[config.mk]
export PLATFORM = sky130hd
export DESIGN_NAME = quantized_mesh_vertex_encoder_top
export DESIGN_NICKNAME = d
export VERILOG_FILES = /design/src/hdl/qmve_pkg.sv /design/src/hdl/quantized_mesh_vertex_encoder_top.sv /design/src/hdl/qmve_prep.sv /design/src/hdl/qmve_div.sv
export VERILOG_INCLUDE_DIRS = /design/src /design/src/hdl
export SDC_FILE = /design/constraint.sdc
export NUM_CORES = 2
export LEC_CHECK = 0
export BUFFER_PORTS_ARGS = -buffer_cell sky130_fd_sc_hd__buf_2
export CORE_ASPECT_RATIO = 0.6
export CORE_MARGIN = 5
export CORE_UTILIZATION = 45
export CTS_CLUSTER_DIAMETER = 60
export CTS_CLUSTER_SIZE = 20
export DETAILED_ROUTE_END_ITERATION = 10
export MAX_ROUTING_LAYER = met4
export REMOVE_ABC_BUFFERS = 1
export SYNTH_ARGS = -nofsm -noshare
export SYNTH_HDL_FRONTEND = slang
export SYNTH_SLANG_ARGS = --single-unit
[constraint.sdc]
create_clock -name i_clk -period 6.8 [get_ports i_clk]
set_input_delay 0 -clock i_clk [delete_from_list [all_inputs] [get_ports i_clk]]
set_output_delay 0 -clock i_clk [all_outputs]
set_load 0.02 [all_outputs]
[src/hdl/assert_macros.svh]
// Assertion macros shared by the encoder modules
`ifndef ASSERT_MACROS_SVH
`define ASSERT_MACROS_SVH

// check a property at every rising clock edge outside reset
`define ASSERT_CLK(label, prop, msg) \
    label: assert property (@(posedge i_clk) disable iff (!i_rst_n) (prop)) else $error(msg);

// check that a condition never holds outside reset
`define ASSERT_NEVER(label, cond, msg) \
    `ASSERT_CLK(label, !(cond), msg)

`endif

[src/hdl/qmve_pkg.sv]
// Types and constants of the quantized mesh vertex encoder
package qmve_pkg;

    localparam int C_WORD_W = 32;
    localparam int C_CODE_W = 16;
    localparam int C_CFG_IDX_W = 3;
    localparam logic [C_WORD_W-1:0] C_PRE_DEN = 32'h0001_0000;

    localparam logic [C_CFG_IDX_W-1:0] CFG_MIN_X = 3'd0;
    localparam logic [C_CFG_IDX_W-1:0] CFG_MAX_X = 3'd1;
    localparam logic [C_CFG_IDX_W-1:0] CFG_MIN_Y = 3'd2;
    localparam logic [C_CFG_IDX_W-1:0] CFG_MAX_Y = 3'd3;
    localparam logic [C_CFG_IDX_W-1:0] CFG_MIN_Z = 3'd4;
    localparam logic [C_CFG_IDX_W-1:0] CFG_MAX_Z = 3'd5;
    localparam logic [C_CFG_IDX_W-1:0] CFG_MODE  = 3'd6;

    typedef struct packed {
        logic signed [C_WORD_W-1:0] coord_x;
        logic signed [C_WORD_W-1:0] coord_y;
        logic signed [C_WORD_W-1:0] coord_z;
        logic                       tile_start;
    } t_vtx_req;

    typedef struct packed {
        logic [C_CODE_W-1:0] u_code;
        logic [C_CODE_W-1:0] v_code;
        logic [C_CODE_W-1:0] h_code;
        logic [C_CODE_W-1:0] vertex_number;
        logic                on_west;
        logic                on_east;
        logic                on_north;
        logic                on_south;
        logic                out_of_range;
    } t_vtx_rsp;

    typedef struct packed {
        logic                early;
        logic                early_max;
        logic                flag;
        logic [C_WORD_W-1:0] num;
        logic [C_WORD_W-1:0] den;
    } t_prep;

endpackage

[src/hdl/quantized_mesh_vertex_encoder_top.sv]
// Top level of the quantized mesh vertex encoder
// Takes one vertex request at a time and returns one response with the zigzag-coded
// deltas of the quantized u, v and height, the tile edge flags, the vertex number and
// a range flag. The three axes share one bit-serial divider that gives one quotient
// bit per cycle, W = $clog2(QUANT_MAX+1) quotient bits per axis; the axes are handled
// in turn, and the next request is taken only once the response has been registered.
// An axis that clamps or has an empty extent skips the divider.
// A new request is accepted while the previous response still waits in the output
// register. Configuration writes take effect at once and belong between requests.
module quantized_mesh_vertex_encoder_top
    import qmve_pkg::*;
#(
    parameter int QUANT_MAX = 32767
) (
    input  logic                   i_clk,
    input  logic                   i_rst_n,
    input  logic                   i_cfg_we,
    input  logic [C_CFG_IDX_W-1:0] i_cfg_idx,
    input  logic [C_WORD_W-1:0]    i_cfg_data,
    input  logic                   i_req_valid,
    output logic                   o_req_ready,
    input  t_vtx_req               i_req,
    output logic                   o_rsp_valid,
    input  logic                   i_rsp_ready,
    output t_vtx_rsp               o_rsp
);

    `include "assert_macros.svh"

    localparam int QW = $clog2(QUANT_MAX + 1);
    localparam logic [1:0] AXIS_X = 2'd0;
    localparam logic [1:0] AXIS_Y = 2'd1;
    localparam logic [1:0] AXIS_Z = 2'd2;

    typedef enum logic [2:0] {
        S_IDLE,
        S_PREP,
        S_LOAD,
        S_DIV,
        S_OUT
    } t_state;

    t_state                     r_state;
    t_vtx_req                   r_req;
    t_vtx_rsp                   r_rsp;
    t_vtx_rsp                   w_rsp;
    logic                       r_rsp_valid;
    logic signed [C_WORD_W-1:0] r_min [3];
    logic signed [C_WORD_W-1:0] r_max [3];
    logic                       r_mode;
    logic [1:0]                 r_axis;
    logic                       r_flag;
    logic [QW-1:0]              r_q [3];
    logic [QW-1:0]              r_last_u;
    logic [QW-1:0]              r_last_v;
    logic [QW-1:0]              r_last_h;
    logic [C_CODE_W-1:0]        r_index;
    logic signed [C_WORD_W-1:0] w_coord;
    t_prep                      w_prep;
    logic                       w_div_load;
    logic                       w_div_busy;
    logic [QW-1:0]              w_quot;
    logic [QW-1:0]              w_early_q;
    logic                       w_out_free;

    function automatic logic [C_CODE_W-1:0] zigzag(input logic [C_CODE_W-1:0] now,
                                                   input logic [C_CODE_W-1:0] prev);
        logic [C_CODE_W-1:0] d;
        d = now - prev;
        return {d[C_CODE_W-2:0], 1'b0} ^ {C_CODE_W{d[C_CODE_W-1]}};
    endfunction

    always_comb begin
        case (r_axis)
            AXIS_X:  w_coord = r_req.coord_x;
            AXIS_Y:  w_coord = r_req.coord_y;
            default: w_coord = r_req.coord_z;
        endcase
    end

    qmve_prep #(
        .QUANT_MAX (QUANT_MAX)
    ) u_prep (
        .i_clk       (i_clk),
        .i_coord     (w_coord),
        .i_min       (r_min[r_axis]),
        .i_max       (r_max[r_axis]),
        .i_prescaled (r_mode),
        .o_prep      (w_prep)
    );

    assign w_div_load = (r_state == S_LOAD) && !w_prep.early;

    qmve_div #(
        .QUANT_MAX (QUANT_MAX)
    ) u_div (
        .i_clk   (i_clk),
        .i_rst_n (i_rst_n),
        .i_load  (w_div_load),
        .i_num   (w_prep.num),
        .i_den   (w_prep.den),
        .o_busy  (w_div_busy),
        .o_quot  (w_quot)
    );

    assign w_early_q  = w_prep.early_max ? QW'(QUANT_MAX) : '0;
    assign w_out_free = !r_rsp_valid || i_rsp_ready;

    always_comb begin
        w_rsp.u_code        = zigzag(C_CODE_W'(r_q[0]), C_CODE_W'(r_last_u));
        w_rsp.v_code        = zigzag(C_CODE_W'(r_q[1]), C_CODE_W'(r_last_v));
        w_rsp.h_code        = zigzag(C_CODE_W'(r_q[2]), C_CODE_W'(r_last_h));
        w_rsp.vertex_number = r_index;
        w_rsp.on_west       = r_q[0] == '0;
        w_rsp.on_east       = r_q[0] == QW'(QUANT_MAX);
        w_rsp.on_north      = r_q[1] == '0;
        w_rsp.on_south      = r_q[1] == QW'(QUANT_MAX);
        w_rsp.out_of_range  = r_flag;
    end

    always_ff @(posedge i_clk) begin
        if (!i_rst_n) begin
            r_state     <= S_IDLE;
            r_rsp_valid <= 1'b0;
            r_min       <= '{default: '0};
            r_max       <= '{default: 32'sd1};
            r_mode      <= 1'b0;
            r_axis      <= AXIS_X;
            r_flag      <= 1'b0;
            r_last_u    <= '0;
            r_last_v    <= '0;
            r_last_h    <= '0;
            r_index     <= '0;
        end else begin
            if (i_cfg_we) begin
                unique case (i_cfg_idx)
                    CFG_MIN_X: r_min[0] <= i_cfg_data;
                    CFG_MAX_X: r_max[0] <= i_cfg_data;
                    CFG_MIN_Y: r_min[1] <= i_cfg_data;
                    CFG_MAX_Y: r_max[1] <= i_cfg_data;
                    CFG_MIN_Z: r_min[2] <= i_cfg_data;
                    CFG_MAX_Z: r_max[2] <= i_cfg_data;
                    CFG_MODE:  r_mode   <= i_cfg_data[0];
                    default: ;
                endcase
            end
            if (r_rsp_valid && i_rsp_ready && r_state != S_OUT) begin
                r_rsp_valid <= 1'b0;
            end
            unique case (r_state)
                S_IDLE: begin
                    if (i_req_valid) begin
                        r_req  <= i_req;
                        r_axis <= AXIS_X;
                        r_flag <= 1'b0;
                        if (i_req.tile_start) begin
                            r_last_u <= '0;
                            r_last_v <= '0;
                            r_last_h <= '0;
                            r_index  <= '0;
                        end
                        r_state <= S_PREP;
                    end
                end
                S_PREP: begin
                    r_state <= S_LOAD;
                end
                S_LOAD: begin
                    if (w_prep.early) begin
                        r_q[r_axis] <= w_early_q;
                        r_flag      <= r_flag | w_prep.flag;
                        if (r_axis == AXIS_Z) begin
                            r_state <= S_OUT;
                        end else begin
                            r_axis  <= r_axis + 2'd1;
                            r_state <= S_PREP;
                        end
                    end else begin
                        r_state <= S_DIV;
                    end
                end
                S_DIV: begin
                    if (!w_div_busy) begin
                        r_q[r_axis] <= w_quot;
                        if (r_axis == AXIS_Z) begin
                            r_state <= S_OUT;
                        end else begin
                            r_axis  <= r_axis + 2'd1;
                            r_state <= S_PREP;
                        end
                    end
                end
                S_OUT: begin
                    if (w_out_free) begin
                        r_rsp       <= w_rsp;
                        r_rsp_valid <= 1'b1;
                        r_last_u    <= r_q[0];
                        r_last_v    <= r_q[1];
                        r_last_h    <= r_q[2];
                        if (r_index != '1) begin
                            r_index <= r_index + 1'b1;
                        end
                        r_state <= S_IDLE;
                    end
                end
                default: begin
                    r_state <= S_IDLE;
                end
            endcase
        end
    end

    assign o_req_ready = r_state == S_IDLE;
    assign o_rsp_valid = r_rsp_valid;
    assign o_rsp       = r_rsp;

    `ASSERT_CLK(a_rsp_index, (r_state == S_OUT && w_out_free) |=> (o_rsp_valid && o_rsp.vertex_number == $past(r_index)), "response index mismatch")
    `ASSERT_CLK(a_axis_range, (r_state != S_IDLE) |-> (r_axis <= AXIS_Z), "axis select out of range")
    `ASSERT_NEVER(a_west_east, o_rsp_valid && o_rsp.on_west && o_rsp.on_east, "west and east both set")

endmodule

[src/hdl/qmve_prep.sv]
// Per-axis range check and divider operand preparation
module qmve_prep
    import qmve_pkg::*;
#(
    parameter int QUANT_MAX = 32767
) (
    input  logic                       i_clk,
    input  logic signed [C_WORD_W-1:0] i_coord,
    input  logic signed [C_WORD_W-1:0] i_min,
    input  logic signed [C_WORD_W-1:0] i_max,
    input  logic                       i_prescaled,
    output t_prep                      o_prep
);

    localparam logic [63:0] PRE_LIM =
        ((64'(QUANT_MAX) + 64'd1) * 64'd65536 + 64'(QUANT_MAX) - 64'd1) / 64'(QUANT_MAX);

    logic signed [C_WORD_W:0] w_ext;
    logic signed [C_WORD_W:0] w_d;
    t_prep                    n_prep;
    t_prep                    r_prep;

    assign w_ext = {i_max[C_WORD_W-1], i_max} - {i_min[C_WORD_W-1], i_min};
    assign w_d   = {i_coord[C_WORD_W-1], i_coord} - {i_min[C_WORD_W-1], i_min};

    always_comb begin
        n_prep.early     = 1'b0;
        n_prep.early_max = 1'b0;
        n_prep.flag      = 1'b0;
        n_prep.num       = w_d[C_WORD_W-1:0];
        n_prep.den       = w_ext[C_WORD_W-1:0];
        if (i_prescaled) begin
            n_prep.num = i_coord;
            n_prep.den = C_PRE_DEN;
            if (i_coord < 0) begin
                n_prep.early = 1'b1;
                n_prep.flag  = 1'b1;
            end else if ({32'd0, i_coord} >= PRE_LIM) begin
                n_prep.early     = 1'b1;
                n_prep.early_max = 1'b1;
                n_prep.flag      = 1'b1;
            end
        end else if (w_ext <= 0 || w_d < 0) begin
            n_prep.early = 1'b1;
            n_prep.flag  = 1'b1;
        end else if (w_d > w_ext) begin
            n_prep.early     = 1'b1;
            n_prep.early_max = 1'b1;
            n_prep.flag      = 1'b1;
        end
    end

    always_ff @(posedge i_clk) begin
        r_prep <= n_prep;
    end

    assign o_prep = r_prep;

endmodule

[src/hdl/qmve_div.sv]
// Bit-serial restoring divider for floor(num * QUANT_MAX / den)
module qmve_div
    import qmve_pkg::*;
#(
    parameter int QUANT_MAX = 32767
) (
    input  logic                                  i_clk,
    input  logic                                  i_rst_n,
    input  logic                                  i_load,
    input  logic [C_WORD_W-1:0]                   i_num,
    input  logic [C_WORD_W-1:0]                   i_den,
    output logic                                  o_busy,
    output logic [$clog2(QUANT_MAX+1)-1:0]        o_quot
);

    `include "assert_macros.svh"

    localparam int QW    = $clog2(QUANT_MAX + 1);
    localparam int CNT_W = $clog2(QW + 1);
    localparam int PW    = C_WORD_W + QW;

    logic [PW-1:0]       w_prod;
    logic [C_WORD_W:0]   w_try;
    logic [C_WORD_W:0]   w_diff;
    logic                w_ge;
    logic [C_WORD_W-1:0] r_rem;
    logic [C_WORD_W-1:0] r_den;
    logic [QW-1:0]       r_sh;
    logic [CNT_W-1:0]    r_cnt;

    assign w_prod = PW'(i_num) * PW'(QUANT_MAX);
    assign w_try  = {r_rem, r_sh[QW-1]};
    assign w_ge   = w_try >= {1'b0, r_den};
    assign w_diff = w_try - {1'b0, r_den};

    always_ff @(posedge i_clk) begin
        if (!i_rst_n) begin
            r_cnt <= '0;
        end else if (i_load) begin
            r_cnt <= CNT_W'(QW);
            r_rem <= w_prod[PW-1:QW];
            r_sh  <= w_prod[QW-1:0];
            r_den <= i_den;
        end else if (r_cnt != '0) begin
            r_rem <= w_ge ? w_diff[C_WORD_W-1:0] : w_try[C_WORD_W-1:0];
            r_sh  <= {r_sh[QW-2:0], w_ge};
            r_cnt <= r_cnt - 1'b1;
        end
    end

    assign o_busy = r_cnt != '0;
    assign o_quot = r_sh;

    `ASSERT_CLK(a_rem_below_den, (r_cnt != '0) |-> (r_rem < r_den), "remainder reached divisor")
    `ASSERT_NEVER(a_load_while_busy, i_load && o_busy, "divider loaded while busy")

endmodule

# == Word-level counts from Yosys, hierarchy flattened ==
# Memory sizes are Yosys's and may differ from the RTL's.
# Cells that the tools add are included.
# word_totals
elab_cells,179
latchBits,0
mem_count,1
ramBits,45
ff_bits,576
output_inout_bits,71
mem_bits_ro,0
# mem_list
name,depth,width,read_ports,rd_ports_with_merged_regs,wr,line,source
r_q,3,15,3,0,1,quantized_mesh_vertex_encoder_top.sv:53,logic [QW-1:0] r_q [3];
# classes
mux,64
eq_ne,22
shifts,0
n_addsub,9
order_cmp,7
n_mul,1
bitwise_logic,6
div,0
reduce_logical,33
# ops
op,count
$mux 32,7
$mux 15,9
$bmux 32 s2,2
$pmux 15 s2,3
$sub 32x32->33,2
$mux 16,4
$mux 64,1
$pmux 32 s2,1
$sub 15x15->16,3
$xor 16x16->16,3
$mul 32x15->47 const B,1
$ge 33x32->1,1
$gt 33x33->1,1
$le 33x1->1 const B,1
$lt 33x1->1 const B,1
$ge 32x17->1 const B,1
$lt 32x1->1 const B,1
$pmux 16 s2,1
$sub 32x32->32,1
$eq 15x15->1 const B,2
$logic_not 15->1,2
$mux 3,8
$mux 1,19
$reduce_and 2->1,9
other kinds (31),58

# == Longest topological paths before layout ==
# depth
ltp_word,9
depth_mapped,29
ltp_nobuf,26

# == Hierarchy ==
# From an unflattened synthesis, not the netlist that was laid out.
# unflattened
hier_cells,4375
hier_area_um2,41348.4
# modules_own_cells
module,area_per_inst_um2,cells_each,instances,seq_area_each_um2
quantized_mesh_vertex_encoder_top,20530.9,2100,1,11531.1
qmve_div,14300.0,1456,1,2452.4
qmve_prep,6517.5,819,1,1321.3

# == Least setup slack after synthesis ==
# No wires, ideal clock.
# synth_path
path_type,flip-flop to flip-flop
from,reg u_prep.r_prep (netlist bit u_prep.o_prep[47])
to,reg u_div.r_rem[29] (data pin)
t_arrival_ns,5.933
t_required_ns,6.526
slack_ns,0.593
period_less_slack_ns,6.207
stages_incl_launch_ff,23
cell_sequence,dfxtp_1 > fa_1 > fa_1 > inv_1 > fa_1 > inv_1 > fa_1 > fa_1 > inv_1 > fa_1 > inv_1 > ha_1 > clkbuf_1 > a21o_1 > a21o_1 > a21oi_1 > o21ai_0 > a311o_1 > a31oi_1 > o41ai_1 > a211oi_1 > mux2i_1 > a31oi_1
# synth_between
elab_chain_len,2
# synth_rtl
element,line,source
start: declaration,qmve_prep.sv:21,t_prep r_prep;
start signal: assignment,qmve_prep.sv:54,r_prep <= n_prep;
$mul 32x15->47,qmve_div.sv:31,assign w_prod = PW'(i_num) * PW'(QUANT_MAX);
$mux 32,qmve_div.sv:39,end else if (i_load) begin
end signal: assignment,qmve_div.sv:41,r_rem <= w_prod[PW-1:QW];
end signal: assignment,qmve_div.sv:45,r_rem <= w_ge ? w_diff[C_WORD_W-1:0] : w_try[C_WORD_W-1:0];
end: declaration,qmve_div.sv:26,logic [C_WORD_W-1:0] r_rem;
# Every way passes these cells.
# A chain may end at the register's enable or synchronous reset.

# == Worst setup path in the final report ==
# layout_path
from,reg u_prep.r_prep (netlist bit u_prep.o_prep[45])
to,reg u_div.r_rem[25] (data pin)
# The elaborated chain is that of the path after synthesis.

==> flow_metrics.py <==
metrics = {
    "run": {
        "maxCapViolCount": 0,
    },
    "synthesis": {
        "synth_top_flop_cell": "dfxtp_1",
        "synth.distinct_cells": 87,
        "synth_cells": 4185,
        "synthMuxAreaShare_pct": 3.02,
        "netlist_area_um2": 40700,
        "yosysMostFrequentCell": "nand2_1",
        "ys_seq_area_share_pct": 37.6,
        "ys_top_cells_by_count": "nand2_1 (618), inv_1 (422), dfxtp_1 (331)",
        "synth_compound_area_share_pct": 15.9,
        "synth_top_family_by_area": "adder cells",
        "synth-simple-area-share_pct": 12.8,
        "async_flop_share_pct": 0,
        "yosys.area.top_type_share_pct": 21.3,
        "synth_edf_count": 289,
        "synthTopCellsByArea": "edfxtp_1 (21%), dfxtp_1 (16%), fa_1 (12%), ha_1 (8.8%), nand2_1 (5.7%)",
        "synth_area_leader_cell": "edfxtp_1",
        "ys_warn_count": 0,
        "synth.avg_cell_area_um2": 9.73,
        "synth-xor-area-share_pct": 4.75,
        "ys_ff_latch": 620,
        "yosys.area_share.adder_pct": 20.5,
    },
    "critical_path": {
        "r2r-start": "u_prep.o_prep[45]$_DFF_P_",
        "startpoint_type": "register",
        "path_max_fanout": 6,
        "cp-end-kind": "register",
        "critPathLaunch": "u_prep.o_prep[45]$_DFF_P_",
        "worstPathRequired_ns": 7.16,
        "crit_type": "register to register",
        "arrival_ns": 6.94,
    },
    "outcome": {
        "status": "finished clean",
    },
    "detailed_routing": {
        "vias": 31400,
        "drt_iter0_drc": 2836,
        "drc": 0,
        "ant_nets": 0,
        "dr.pass1.iters": 6,
        "routed_wl_um": 120000,
        "vias_per_cell": 5.44,
        "wl_per_cell_um": 20.7,
    },
    "hold_path": {
        "min_from": "i_cfg_idx[1]",
        "hp-class": "input port to register",
    },
    "clocking": {
        "clkSinkCount": 620,
        "clock_path_buffers": 3,
        "numCtsBuffers": 45,
        "clock_latency_ns": 0.63,
        "cts_root_buf": "clkbuf_16",
        "clk_pin_slew_ns": 0.08,
        "htree_levels": 2,
        "tritoncts": "done",
    },
    "place": {
        "io_buffers": 207,
        "dp.final_hpwl_um": 90200,
        "gp_congestion": 0.973,
        "placed_area_um2": 43400,
        "dp_cells": 5542,
    },
    "global_routing": {
        "grt-ovfl-total": 0,
        "grt_max_degree": 99,
        "grt_pass1_vias": 30400,
        "grt_pass1_wl_um": 184000,
        "antenna_found_initial": 5,
        "track_usage_pct": 25.0,
    },
    "floorplan": {
        "initial_core_util_pct": 45.4,
        "die_x_um": 398,
        "fp.coreArea_um2": 89700,
        "core.rowCount": 85,
        "io_pins": 208,
        "die-height_um": 243,
        "die_area_um2": 96800,
    },
    "timing": {
        "slew_violations": 0,
        "fmax_mhz": 152,
        "fin_skew_ns": 0.0221,
        "slew_headroom_pct": 26.8,
        "fin_crit_sh_pct": 96.9,
        "rsz0062_at_grt": "yes",
        "timing.hold.ws_ns": 0.0718,
        "finalSetupViolCount": 0,
        "hold_viol": 0,
        "worstMarginPinSlew_ns": 1.10,
        "post-route-min-period_ns": 6.59,
    },
    "final_layout": {
        "area_growth_pct": 14.3,
        "fill_cells": 8202,
        "fin_util_pct": 51.9,
        "layout-drive-gt1-share_pct": 10.6,
        "multi_input_area_um2": 23400,
        "final_cells": 5766,
        "num-nets-final": 5171,
        "final_area_um2": 46500,
        "layout.area.seq_um2": 15300,
    },
}
## critical path, stage by stage (launching register included)
cell and delay [ns]:
dfxtp_1 0.37, inv_1 0.10, fa_1 0.57, inv_1 0.12, fa_2 0.53, fa_1 0.58, fa_1 0.45, fa_2 0.65
inv_1 0.07, fa_1 0.51, inv_1 0.04, ha_1 0.37, nand2_1 0.12, nor2_1 0.15, nand2_1 0.10, nor3_2 0.19
or3_1 0.18, a31oi_2 0.11, buf_4 0.17, o41ai_1 0.36, buf_4 0.21, a31oi_1 0.10, xor2_1 0.19, mux2i_1 0.09
## layout make-up
class | count | area share [%]
diodes | 3 | 0.0161
clock buffers | 60 | 2.68
clock inverters | 22 | 0.597
inverters | 423 | 3.41
multi-input cells | 2979 | 50.3
flip-flops and latches | 620 | 32.9
well taps | 1218 | 3.28
repair buffers | 441 | 6.82
## registers in the layout, summed over array words and instances (netlist names)
register / flops
o_rsp: 69
o_rsp_valid: 1
r_axis: 2
r_flag: 1
r_index: 16
r_last_h: 15
r_last_u: 15
r_last_v: 15
r_max: 96
r_min: 96
r_mode: 1
r_q: 45
r_req: 96
r_state: 3
u_div.o_quot: 15
u_div.r_cnt: 4
u_div.r_den: 32
u_div.r_rem: 32
u_prep.o_prep: 66
## kinds of logic (layout without fill, tap and decap cells)
group | after synthesis | in the layout
and+or+nand+nor | 1173 | 1173
xor gates and xnor gates | 219 | 219
buffers and inverters | 586 | 946
DFF | 620 | 620
AOI/OAI and AO/OA | 942 | 942
other | 0 | 3
adders and majority gates | 524 | 524
muxes | 121 | 121
## layer usage
metal | track usage, % | share of wire (%) | vias to the layer above
met4 | 3.81 | 1.4 | 0
met1 | 40.3 | 52 | 15200
met2 | 32.5 | 38 | 963
li1 | - | - | 15100
met3 | 4.78 | 8.2 | 100
met5 | - | 0 | -
## placed cells by master (no fill, tap or decap), types with 19 or more instances in the layout
cell	instances
nand2_1	615
inv_1	418
dfxtp_1	324
edfxtp_1	289
ha_1	282
a21oi_1	214
fa_1	214
buf_2	206
nor2_1	205
a21boi_0	200
xnor2_1	141
dlygate4sd3_1	136
o21ai_0	117
mux2i_1	106
a21o_1	96
buf_4	96
xor2_1	77
a22o_1	54
nand3_1	52
nor3_1	52
nand4_1	48
clkbuf_16	47
nor2b_1	43
a22oi_1	27
and2_1	25
o21a_1	24
nand2b_1	24
and3_1	23
fa_2	23
o21bai_1	21
or3_1	19
a31oi_1	19
nor4_1	19
## path summary, 6_finish.rpt
path | endpoint | slack, ns | depth (start not counted)
worst max-delay path | u_div.r_rem[25]$_DFFE_PP_ | 0.21 | 23
worst min-delay path | r_min[72]$_SDFFE_PN0P_ | 0.07 | 5
worst max register to register | u_div.r_rem[25]$_DFFE_PP_ | 0.21 | 23
worst min register to register | u_div.r_den[7]$_DFFE_PP_ | 0.39 | 0
## timing repair
item | 4_1_cts | 5_1_grt
gates resized for setup | 0 | 48
hold buffers | 136 | 0
setup buffers | 0 | 3
endpoints found under the hold margin | 329 | 0
setup endpoints to repair | 0 | 15
## per-stage QoR
step                      setup TNS (ns)  setup slack (ns)
final                                  0             0.213
after detailed placement               0             0.111
after CTS                              0            0.0707
after global placement                 0             0.124
after global routing              -0.236           -0.0678
after floorplan                   -11.13             -1.98
Power is not shown: default switching activity piles up to over one toggle a cycle in this logic, so the estimate is an artifact.
